===== src/rtl/skvt_pkg.sv =====
`timescale 1ns / 1ps
// ---------------------------------------------------------------------------
// Sorted key/value table package
// Shared types and codes for the sorted key/value table unit.
// ---------------------------------------------------------------------------
package skvt_pkg;

   localparam int KEY_W    = 32;
   localparam int VALUE_W  = 32;
   localparam int KIND_W   = 2;
   localparam int STATUS_W = 2;
   localparam int POS_W    = 6;

   // Request operation codes. The unused code is served as a lookup.
   localparam logic [KIND_W-1:0] KIND_INSERT = 2'd0;
   localparam logic [KIND_W-1:0] KIND_REMOVE = 2'd1;
   localparam logic [KIND_W-1:0] KIND_LOOKUP = 2'd2;

   typedef enum logic [STATUS_W-1:0] {
      STATUS_OK      = 2'd0,
      STATUS_ABSENT  = 2'd1,
      STATUS_PRESENT = 2'd2,
      STATUS_FULL    = 2'd3
   } skvt_status_type;

   typedef enum logic [3:0] {
      ST_IDLE,
      ST_SEARCH,
      ST_SEARCH_CMP,
      ST_CHECK,
      ST_CHECK_CMP,
      ST_ACT,
      ST_SHIFT_UP,
      ST_SHIFT_DOWN,
      ST_INS_WR,
      ST_FINISH
   } skvt_state_type;

endpackage


===== src/rtl/sorted_key_value_table_unit.sv =====
`timescale 1ns / 1ps
// ---------------------------------------------------------------------------
// Sorted key/value table unit
// Keeps key/value pairs sorted by signed key in one RAM, packed at the
// front. A small sequencer runs a binary search and then moves entries one
// per cycle to open or close a slot.
// ---------------------------------------------------------------------------
// Search: each binary search step is a RAM read and a compare.
// Throughput: one word at a time; the next request is taken once the current
// one has left the sequencer, even while its response still waits.
// Reset: synchronous; the table comes up empty, RAM contents are not cleared.
// ---------------------------------------------------------------------------
module sorted_key_value_table_unit #(
   parameter int TABLE_DEPTH = 32
) (
   input  logic                                   clock,
   input  logic                                   reset,
   input  logic                                   req_valid,
   output logic                                   req_stall,
   input  logic [skvt_pkg::KIND_W-1:0]            req_kind,
   input  logic signed [skvt_pkg::KEY_W-1:0]      req_key,
   input  logic signed [skvt_pkg::VALUE_W-1:0]    req_value_in,
   output logic                                   rsp_valid,
   input  logic                                   rsp_stall,
   output logic [skvt_pkg::STATUS_W-1:0]          rsp_status,
   output logic [skvt_pkg::POS_W-1:0]             rsp_position,
   output logic signed [skvt_pkg::VALUE_W-1:0]    rsp_value_out
);

   localparam int AW = $clog2(TABLE_DEPTH);
   localparam int CW = $clog2(TABLE_DEPTH + 1);
   localparam int DW = skvt_pkg::KEY_W + skvt_pkg::VALUE_W;

   skvt_pkg::skvt_state_type state_ff, state_in;
   logic [CW-1:0]  occ_ff, occ_in;
   logic           rsp_valid_ff, rsp_valid_in;

   logic [skvt_pkg::KIND_W-1:0]         kind_ff, kind_in;
   logic signed [skvt_pkg::KEY_W-1:0]   key_ff, key_in;
   logic signed [skvt_pkg::VALUE_W-1:0] val_ff, val_in;
   logic [CW-1:0]  lo_ff, lo_in;
   logic [CW-1:0]  hi_ff, hi_in;
   logic [CW-1:0]  mid_ff, mid_in;
   logic [CW-1:0]  dst_ff, dst_in;
   logic           found_ff, found_in;
   logic signed [skvt_pkg::VALUE_W-1:0] hit_ff, hit_in;
   skvt_pkg::skvt_status_type status_ff, status_in;
   logic signed [skvt_pkg::VALUE_W-1:0] vout_ff, vout_in;

   skvt_pkg::skvt_status_type rsp_status_ff, rsp_status_in;
   logic [skvt_pkg::POS_W-1:0]          rsp_pos_ff, rsp_pos_in;
   logic signed [skvt_pkg::VALUE_W-1:0] rsp_vout_ff, rsp_vout_in;

   logic          wr_en;
   logic [AW-1:0] wr_addr;
   logic [DW-1:0] wr_data;
   logic [AW-1:0] rd_addr;
   logic [DW-1:0] rd_data;
   logic signed [skvt_pkg::KEY_W-1:0]   rd_key;
   logic signed [skvt_pkg::VALUE_W-1:0] rd_value;

   logic [CW-1:0] mid_calc;
   logic [CW:0]   pos_plus1;
   logic [CW:0]   dst_plus2;
   logic          rsp_load;

   assign rd_key   = rd_data[DW-1 -: skvt_pkg::KEY_W];
   assign rd_value = rd_data[skvt_pkg::VALUE_W-1:0];

   assign mid_calc  = lo_ff + ((hi_ff - lo_ff) >> 1);
   assign pos_plus1 = {1'b0, lo_ff} + (CW + 1)'(1);
   assign dst_plus2 = {1'b0, dst_ff} + (CW + 1)'(2);

   skvt_ram #(
      .WIDTH (DW),
      .DEPTH (TABLE_DEPTH)
   ) u_store (
      .clock   (clock),
      .wr_en   (wr_en),
      .wr_addr (wr_addr),
      .wr_data (wr_data),
      .rd_addr (rd_addr),
      .rd_data (rd_data)
   );

   always_ff @(posedge clock) begin
      if (reset) begin
         state_ff     <= skvt_pkg::ST_IDLE;
         occ_ff       <= '0;
         rsp_valid_ff <= 1'b0;
      end else begin
         state_ff     <= state_in;
         occ_ff       <= occ_in;
         rsp_valid_ff <= rsp_valid_in;
      end
   end

   always_ff @(posedge clock) begin
      kind_ff       <= kind_in;
      key_ff        <= key_in;
      val_ff        <= val_in;
      lo_ff         <= lo_in;
      hi_ff         <= hi_in;
      mid_ff        <= mid_in;
      dst_ff        <= dst_in;
      found_ff      <= found_in;
      hit_ff        <= hit_in;
      status_ff     <= status_in;
      vout_ff       <= vout_in;
      rsp_status_ff <= rsp_status_in;
      rsp_pos_ff    <= rsp_pos_in;
      rsp_vout_ff   <= rsp_vout_in;
   end

   always_comb begin
      state_in      = state_ff;
      occ_in        = occ_ff;
      kind_in       = kind_ff;
      key_in        = key_ff;
      val_in        = val_ff;
      lo_in         = lo_ff;
      hi_in         = hi_ff;
      mid_in        = mid_ff;
      dst_in        = dst_ff;
      found_in      = found_ff;
      hit_in        = hit_ff;
      status_in     = status_ff;
      vout_in       = vout_ff;
      rsp_status_in = rsp_status_ff;
      rsp_pos_in    = rsp_pos_ff;
      rsp_vout_in   = rsp_vout_ff;
      rsp_valid_in  = rsp_valid_ff & rsp_stall;
      rsp_load      = 1'b0;
      wr_en         = 1'b0;
      wr_addr       = '0;
      wr_data       = '0;
      rd_addr       = '0;

      unique case (state_ff)
         skvt_pkg::ST_IDLE: begin
            if (req_valid) begin
               kind_in  = req_kind;
               key_in   = req_key;
               val_in   = req_value_in;
               lo_in    = '0;
               hi_in    = occ_ff;
               state_in = skvt_pkg::ST_SEARCH;
            end
         end
         skvt_pkg::ST_SEARCH: begin
            if (lo_ff < hi_ff) begin
               mid_in   = mid_calc;
               rd_addr  = mid_calc[AW-1:0];
               state_in = skvt_pkg::ST_SEARCH_CMP;
            end else begin
               state_in = skvt_pkg::ST_CHECK;
            end
         end
         skvt_pkg::ST_SEARCH_CMP: begin
            if (rd_key < key_ff) begin
               lo_in = mid_ff + CW'(1);
            end else begin
               hi_in = mid_ff;
            end
            state_in = skvt_pkg::ST_SEARCH;
         end
         skvt_pkg::ST_CHECK: begin
            // The search result is the first entry not below the key.
            found_in = 1'b0;
            hit_in   = '0;
            if (lo_ff < occ_ff) begin
               rd_addr  = lo_ff[AW-1:0];
               state_in = skvt_pkg::ST_CHECK_CMP;
            end else begin
               state_in = skvt_pkg::ST_ACT;
            end
         end
         skvt_pkg::ST_CHECK_CMP: begin
            found_in = (rd_key == key_ff);
            hit_in   = rd_value;
            state_in = skvt_pkg::ST_ACT;
         end
         skvt_pkg::ST_ACT: begin
            vout_in  = '0;
            state_in = skvt_pkg::ST_FINISH;
            case (kind_ff)
               skvt_pkg::KIND_INSERT: begin
                  if (found_ff) begin
                     status_in = skvt_pkg::STATUS_PRESENT;
                  end else if (occ_ff == CW'(TABLE_DEPTH)) begin
                     status_in = skvt_pkg::STATUS_FULL;
                  end else begin
                     status_in = skvt_pkg::STATUS_OK;
                     if (occ_ff > lo_ff) begin
                        rd_addr  = AW'(occ_ff - CW'(1));
                        dst_in   = occ_ff;
                        state_in = skvt_pkg::ST_SHIFT_UP;
                     end else begin
                        state_in = skvt_pkg::ST_INS_WR;
                     end
                  end
               end
               skvt_pkg::KIND_REMOVE: begin
                  if (found_ff) begin
                     status_in = skvt_pkg::STATUS_OK;
                     vout_in   = hit_ff;
                     if (pos_plus1 < {1'b0, occ_ff}) begin
                        rd_addr  = pos_plus1[AW-1:0];
                        dst_in   = lo_ff;
                        state_in = skvt_pkg::ST_SHIFT_DOWN;
                     end else begin
                        occ_in = occ_ff - CW'(1);
                     end
                  end else begin
                     status_in = skvt_pkg::STATUS_ABSENT;
                  end
               end
               default: begin
                  if (found_ff) begin
                     status_in = skvt_pkg::STATUS_OK;
                     vout_in   = hit_ff;
                  end else begin
                     status_in = skvt_pkg::STATUS_ABSENT;
                  end
               end
            endcase
         end
         skvt_pkg::ST_SHIFT_UP: begin
            // Write the entry read last cycle one slot higher, read the next.
            wr_en   = 1'b1;
            wr_addr = dst_ff[AW-1:0];
            wr_data = rd_data;
            dst_in  = dst_ff - CW'(1);
            if (dst_ff - CW'(1) > lo_ff) begin
               rd_addr = AW'(dst_ff - CW'(2));
            end else begin
               state_in = skvt_pkg::ST_INS_WR;
            end
         end
         skvt_pkg::ST_SHIFT_DOWN: begin
            wr_en   = 1'b1;
            wr_addr = dst_ff[AW-1:0];
            wr_data = rd_data;
            dst_in  = dst_ff + CW'(1);
            if (dst_plus2 < {1'b0, occ_ff}) begin
               rd_addr = dst_plus2[AW-1:0];
            end else begin
               occ_in   = occ_ff - CW'(1);
               state_in = skvt_pkg::ST_FINISH;
            end
         end
         skvt_pkg::ST_INS_WR: begin
            wr_en    = 1'b1;
            wr_addr  = lo_ff[AW-1:0];
            wr_data  = {key_ff, val_ff};
            occ_in   = occ_ff + CW'(1);
            state_in = skvt_pkg::ST_FINISH;
         end
         skvt_pkg::ST_FINISH: begin
            if (!rsp_valid_ff || !rsp_stall) begin
               rsp_load      = 1'b1;
               rsp_valid_in  = 1'b1;
               rsp_status_in = status_ff;
               rsp_pos_in    = skvt_pkg::POS_W'(lo_ff);
               rsp_vout_in   = vout_ff;
               state_in      = skvt_pkg::ST_IDLE;
            end
         end
         default: begin
            state_in = skvt_pkg::ST_IDLE;
         end
      endcase
   end

   assign req_stall     = (state_ff != skvt_pkg::ST_IDLE);
   assign rsp_valid     = rsp_valid_ff;
   assign rsp_status    = rsp_status_ff;
   assign rsp_position  = rsp_pos_ff;
   assign rsp_value_out = rsp_vout_ff;

   // The occupancy never grows past the table depth.
   assert property (@(posedge clock) disable iff (reset)
      occ_ff <= CW'(TABLE_DEPTH))
      else $error("occupancy exceeds table depth");

   // The search window stays ordered and inside the occupied entries.
   assert property (@(posedge clock) disable iff (reset)
      (state_ff == skvt_pkg::ST_SEARCH || state_ff == skvt_pkg::ST_SEARCH_CMP)
      |-> (lo_ff <= hi_ff && hi_ff <= occ_ff))
      else $error("binary search window out of range");

   // A full status is only reported when the table really is full.
   assert property (@(posedge clock) disable iff (reset)
      rsp_load && status_ff == skvt_pkg::STATUS_FULL |=> occ_ff == CW'(TABLE_DEPTH))
      else $error("full status with free entries");

   // A successful insert always leaves at least one occupied entry behind.
   assert property (@(posedge clock) disable iff (reset)
      state_ff == skvt_pkg::ST_INS_WR |=> occ_ff != '0)
      else $error("insert left the table empty");

endmodule


===== src/rtl/skvt_ram.sv =====
`timescale 1ns / 1ps
// ---------------------------------------------------------------------------
// Generic simple dual-port RAM
// One write port and one read port with registered read data.
// ---------------------------------------------------------------------------
module skvt_ram #(
   parameter int WIDTH = 64,
   parameter int DEPTH = 32
) (
   input  logic                     clock,
   input  logic                     wr_en,
   input  logic [$clog2(DEPTH)-1:0] wr_addr,
   input  logic [WIDTH-1:0]         wr_data,
   input  logic [$clog2(DEPTH)-1:0] rd_addr,
   output logic [WIDTH-1:0]         rd_data
);

   logic [WIDTH-1:0] mem_ff [DEPTH];
   logic [WIDTH-1:0] rd_data_ff;

   always_ff @(posedge clock) begin
      if (wr_en) begin
         mem_ff[wr_addr] <= wr_data;
      end
      rd_data_ff <= mem_ff[rd_addr];
   end

   assign rd_data = rd_data_ff;

endmodule

===== config.mk =====
export PLATFORM = sky130hd
export DESIGN_NAME = sorted_key_value_table_unit
export DESIGN_NICKNAME = d
export VERILOG_FILES = /design/src/rtl/skvt_pkg.sv /design/src/rtl/sorted_key_value_table_unit.sv /design/src/rtl/skvt_ram.sv
export SDC_FILE = /design/constraint.sdc
export NUM_CORES = 2
export LEC_CHECK = 0
export ABC_AREA = 1
export BUFFER_PORTS_ARGS = -buffer_cell sky130_fd_sc_hd__buf_2
export CAP_MARGIN = 20
export CORE_AREA = 5 5 412 414
export DETAILED_ROUTE_END_ITERATION = 16
export DIE_AREA = 0 0 417 419
export PLACE_DENSITY_LB_ADDON = 0.2
export SLEW_MARGIN = 25
export SYNTH_ARGS = -nofsm -noshare
export SYNTH_HDL_FRONTEND = slang
export SYNTH_HIERARCHICAL = 1
export SYNTH_SLANG_ARGS = --single-unit

===== constraint.sdc =====
create_clock -name clock -period 4.4 [get_ports clock]
set_clock_uncertainty 0.1 [all_clocks]
set_input_delay 0.44 -clock clock [delete_from_list [all_inputs] [get_ports clock]]
set_output_delay 0.44 -clock clock [all_outputs]
set_load 0.1 [all_outputs]

### After elaboration in Yosys (flattened, before gate mapping)

Memories as Yosys holds them, arrays and structs flattened. A register that Yosys moved wholly into a read port is not among the register bits.
Index checks and enable logic that the tools add are counted.

* $add $sub $neg: 10
* $lt $le $gt $ge: 7
* equality and inequality tests: 27
* muxes and demuxes: 55
* bitwise logic cells: 2
* reduce and logical (&&, ||, !) cells: 21

Operator list (number)
* $pmux W64 S2: 1
* $mux W6: 13
* $pmux W32 S2: 1
* $mux W5: 9
* $pmux W4 S10: 1
* $mux W4: 9
* $pmux W6 S2: 3
* $pmux W6 S3: 2
* $eq A32 B32 Y1: 1
* $lt A32 B32 Y1: 1
* $pmux W5 S5: 1
* $pmux W5 S2: 2
* $add A6 B1 Y6 const B: 3
* $ne A2 B2 Y1 const B: 9
* $ne A3 B3 Y1 const B: 6
* $eq A4 B3 Y1 const B: 4
* $lt A7 B6 Y1: 2
* $gt A6 B6 Y1: 2
* $lt A6 B6 Y1: 2
* $sub A6 B1 Y6 const B: 2
* $eq A4 B2 Y1 const B: 2
* $eq A4 B4 Y1 const B: 2
* $mux W1: 8
* $pmux W4 S2: 1
* other kinds (26): 35

* register bits after elaboration: 208
* bits in writable memories: 2048
* input bits: 70
* output and inout port bits: 42
* memories: 1

Memory list
* u_store.mem_ff: words 32, width 64, rd ports 1, clocked after Yosys merged registers in 1, wr ports 1, RTL line skvt_ram.sv:18 `logic [WIDTH-1:0] mem_ff [DEPTH];`

### Logic depth before layout (Yosys ltp)

* depth after elaboration: 6
* depth in mapped cells: 27
* mapped depth without buffers: 24

### By module

The synthesis kept the hierarchy.

Modules (own cells, without submodules)
* skvt_ram: times used 1, cells each 6768, area an instance 83022.1 um^2, sequential area each 62780.2 um^2
* sorted_key_value_table_unit: times used 1, cells each 1081, area an instance 10702.8 um^2, sequential area each 6135.9 um^2

### Worst setup path after synthesis

OpenSTA, ideal clock, no wires.

* path kind: register -> register
* start: register state_ff[0]
* end: register key_ff[0] (netlist bit) (enable)
* data arrival time: 4466 ps
* required time: 3810 ps
* setup slack: -656 ps
* stages on the path, launching flop included: 4
* path through: dfxtp_1 nor2_2 nand3_1 nor2_1

* word-level cells in the longest chain between the ends: 2

Ends and longest elaborated chain
* start: declaration: RTL line sorted_key_value_table_unit.sv:34 `skvt_pkg::skvt_state_type state_ff, state_in;`
* start signal: assignment: RTL line sorted_key_value_table_unit.sv:88 `state_ff <= skvt_pkg::ST_IDLE;`
* start signal: assignment: RTL line sorted_key_value_table_unit.sv:92 `state_ff <= state_in;`
* $logic_not A4 Y1: RTL line sorted_key_value_table_unit.sv:139 `unique case (state_ff)`
* $reduce_and A2 Y1 (no source line)
* end signal: assignment: RTL line sorted_key_value_table_unit.sv:100 `key_ff <= key_in;`
* end: declaration: RTL line sorted_key_value_table_unit.sv:39 `logic signed [skvt_pkg::KEY_W-1:0] key_ff, key_in;`

Every way passes these cells.
A chain may end at the register's enable or synchronous reset.

### Final worst setup path

* start: register dst_ff[1]
* end: register u_store.rd_data_ff[49], in the netlist u_store/rd_data[49], read port of u_store.mem_ff

* word-level cells in the longest chain between the ends: 4
* elaborated cells between the ends (all ways): 8
* classes of those cells: 3 x add/sub; 2 x order compare; 3 x mux

Ends and longest elaborated chain
* start: declaration: RTL line sorted_key_value_table_unit.sv:44 `logic [CW-1:0] dst_ff, dst_in;`
* start signal: assignment: RTL line sorted_key_value_table_unit.sv:105 `dst_ff <= dst_in;`
* $add A6 B2 Y7 / $sub A6 B1 Y6 (equally long branches): RTL line sorted_key_value_table_unit.sv:72, sorted_key_value_table_unit.sv:234
* $lt A7 B6 Y1 / $gt A6 B6 Y1 (equally long branches): RTL line sorted_key_value_table_unit.sv:245, sorted_key_value_table_unit.sv:234
* $mux W5 (on tied branches): RTL line sorted_key_value_table_unit.sv:245, sorted_key_value_table_unit.sv:234
* $pmux W5 S5 (*): RTL line sorted_key_value_table_unit.sv:139
* via rd_addr[0]: RTL line sorted_key_value_table_unit.sv:57 `logic [AW-1:0] rd_addr;`
* end: declaration: RTL line skvt_ram.sv:19 `logic [WIDTH-1:0] rd_data_ff;`

Mark *: on every way through the listed nets, which the timed path passes. The rest lies on a longest branch.

==> run metrics <==
Crit. Startpoint=dst_ff[1]$_DFFE_PP_; Syn Area/Cell=11.94 sq um; most frequent cells in the layout=2578 x nand2_1, 2245 x edfxtp_1, 1831 x nand3_1, 229 x clkbuf_16, 213 x buf_4; crit path kind=flip-flop to flip-flop; row count=150; Tot GR Track Use=29.94%; complex-gate fraction of the synthesized area=0.9638%; most common cell after layout, fill and taps aside=nand2_1; count of pins over their slew limit=0; clock sinks=2320; Routed Antenna Nets=0; post-synthesis sequential area ratio=73.53%; Post CTS Setup Buffer Count=0; Hold WC Path Type=input pin to flip-flop; Peak VDD IR=0.4434 mV; post-place setup slack=0.2440 ns; # IOs=112; worst path required time=5.06 ns; starting density of the core=56.49%; clock latency on the worst-skew pair=0.88 ns; Worst setup EP type=flip-flop; Leak=41.89 nW; Avg WL per Cell=25.00 um; die area=174700 sq um; Cell variety after synth=43; CP bufs+invs=4; Syn. warnings=6; CTS Root Cell=clkbuf_16; Yosys reg bits=2320; final worst slack=0.1925 ns; Die H=419 um; worst reg2reg startpoint=dst_ff[1]$_DFFE_PP_; setup repair after global routing missed its margin=true; Post-synth EDFFs=2245; final RePlAce weighted congestion=0.8478; Worst path depth=23; Core Area=165900 sq um; Reg2Reg Depth=23; fin cells=10550; Main synth FF type=edfxtp_1; syn_nets=7996; Cells after Synth=7849; Worst Tran Pin Value=1.106 ns; pin count of the biggest net entering global routing=88; H-tree depth=4; final core occ=64.95%; multiplexer share of the synthesized area=0.01068%; Post-Place Cells=10060; status=finished, final reports clean; first-pass GRT wire length=390200 um; area grow syn2layout=14.97%; # nets final=8298; CP delay by family, top=simple AND/OR/NAND/NOR gates; clock slew at reported path FFs=0.06 ns; clk buf depth=3; Crit-path slowest cell=edfxtp_1; Slew headroom=26.24%; Async SR Flop Fraction=0%; share of layout cells above drive strength 1=10.53%; worst reg-to-reg setup slack=0.19 ns; final hold viol count=0; DRC viols=0; final count of negative-setup-slack endpoints=0; max_cap viols=0; Period minus WS final=4.208 ns; largest family of logic cells by synthesized area=simple AND/OR/NAND/NOR gates; Iteration-0 DRC Markers=8520; Worst Setup EP=u_store/rd_data[49]$_DFF_P_; vias per std cell=6.010; critical-path cell list=inv_1 -> ha_1 -> nand2_1 -> nor3_1 -> xor2_1 -> ha_1 -> nand2_1 -> nor2_1 -> o21ai_0 -> o211ai_1 -> nand3_1 -> nand2_1 -> a22oi_1 -> nand3_4 -> buf_12 -> buf_16 -> buf_4 -> nand2_1 -> nand3_1 -> nand3_1 -> nand3_1 -> nand3_1 -> nand2_1; post-synthesis xor/xnor area fraction=0.2430%; Overflow after GRT=0; power per cell area=515.8 nW/um^2; Crit path largest cell delay=0.44 ns; CTS tree=yes; Crit path arrival time=4.86 ns; number of antenna violations at the first check in global routing=5; critical path launch point type=flip-flop; CP Max Fanout=54; Vias=63430; vias in the first global route=59920; post-DP HPWL=142000 um; Post-Synth Adder-Cell Area=1.044%; Die X=417 um; Final Cycle Share=95.63%; final wirelength=263800 um; Netlist Area Pre-Place=93720 sq um; Hold WS=0.1720 ns; TritonRoute pass-1 iters=6; Port Buf Inserts=111; cts bufs inserted=227; Peak Freq=237.7 MHz; Synth Area in Simple Gates=21.03%; r2r endpoint=u_store/rd_data[49]$_DFF_P_
layer usage:
metal	routed length, um	global-route usage, %	vias up
met5	27	0	-
met4	12010	12.85	4
met3	27640	5.197	668
met2	121800	46.73	3754
met1	102300	42.08	30750
li1	-	-	28250
cells in the mapped netlist (2+ instances only):
library cell	count	area [sq um]
nand3_1	1834	9179
buf_2	283	1416
nand2_2	2	12.51
ha_1	75	938.4
xor2_1	19	166.4
xnor2_1	7	61.31
o22ai_1	9	56.30
nand2_4	2	22.52
and3_1	3	18.77
buf_1	45	168.9
nand4_1	8	50.05
o21ai_0	64	320.3
o21ai_1	29	145.1
a21o_1	3	22.52
o211ai_1	3	22.52
nand2_1	2580	9684
nor2_8	2	40.04
inv_2	17	63.81
or2_2	2	12.51
nor3_1	14	70.07
nor2_1	149	559.3
nor4_1	2	12.51
nor2_2	5	31.28
dfxtp_1	75	1501
o21bai_1	2	15.01
a21oi_1	46	230.2
buf_4	35	262.8
o221ai_1	3	26.28
clkbuf_1	95	356.6
fa_1	2	40.04
inv_1	174	653.1
edfxtp_1	2245	67410
buf_6	4	45.04
o21a_1	2	15.01
kinds of logic after synthesis:
group | after synthesis
xor+xnor | 26
compound gates | 165
simple gates | 4605
buf+inv | 655
mux | 1
fa+ha+maj | 77
flops | 2320
registers in the layout, summed over array words and instances, names as in the netlist:
name / count
vout_ff: 32
val_ff: 32
state_ff: 4
kind_ff: 2
status_ff: 2
hi_ff: 6
rsp_status: 2
mid_ff: 6
lo_ff: 6
rsp_value_out: 32
dst_ff: 6
rsp_position: 6
key_ff: 32
rsp_valid: 1
hit_ff: 32
u_store/mem_ff: 2048
u_store/rd_data: 64
occ_ff: 6
found_ff: 1
report_power, final:
group | internal (W) | switching, W
Sequential | 0.0245 | 0.000255
Combinational | 0.00386 | 0.00791
Clock | 0.0108 | 0.00826
Total | 0.0392 | 0.0164
area by class of cell:
| type | count | area, sq um |
|---|---|---|
| Antenna cell | 1 | 2.502 |
| Clock buffer | 298 | 6160 |
| Timing Repair Buffer | 535 | 5692 |
| Fill cell | 12180 | 58150 |
| Clock inverter | 128 | 1200 |
| Inverter | 193 | 773.2 |
| Sequential cell | 2320 | 68920 |
| Multi-Input combinational cell | 4874 | 22260 |
| Tap cell | 2204 | 2758 |
worst min path at each step:
| stage | from | to | slack (ns) | cells after the start |
|---|---|---|---|---|
| 4_1_cts | req_key[23] | key_ff[23]$_DFFE_PP_ | 0.11 | 2 |
| 5_1_grt | req_key[28] | key_ff[28]$_DFFE_PP_ | 0.15 | 2 |
| 6_report | req_value_in[13] | val_ff[13]$_DFFE_PP_ | 0.17 | 2 |
| 3_5_place_dp | vout_ff[12]$_SDFFCE_PP0P_ | rsp_value_out[12]$_DFFE_PP_ | 0.30 | 0 |
| 3_3_place_gp | vout_ff[0]$_SDFFCE_PP0P_ | rsp_value_out[0]$_DFFE_PP_ | 0.30 | 0 |
| 2_1_floorplan | status_ff[0]$_DFFE_PP_ | rsp_status[0]$_DFFE_PP_ | 0.30 | 0 |
through the flow:
stage                     area [sq um]  setup TNS, ns  power, W
after CTS                       107600              0   0.05564
after global routing            107800       -0.01682   0.05765
after detailed placement         99590              0   0.03662
final                           107800              0   0.05558
after floorplan                  93730        -971.96   0.03200
after global placement           99560              0   0.03651
worst register-to-register path, stage by stage, from the launching register on:
cell and delay [ns]:
edfxtp_1 0.44, inv_1 0.15, ha_1 0.20, nand2_1 0.09, nor3_1 0.18, xor2_1 0.23, ha_1 0.28, nand2_1 0.09
nor2_1 0.06, o21ai_0 0.07, o211ai_1 0.11, nand3_1 0.16, nand2_1 0.15, a22oi_1 0.26, nand3_4 0.25, buf_12 0.26
buf_16 0.25, buf_4 0.27, nand2_1 0.07, nand3_1 0.08, nand3_1 0.10, nand3_1 0.09, nand3_1 0.12, nand2_1 0.06
repair_timing:
action	in CTS	in global routing
hold buffers	70	0
endpoints found under the hold margin	79	0
endpoints found under the setup margin	0	15
resized for setup	0	5
(Power assumes the default switching activity.)
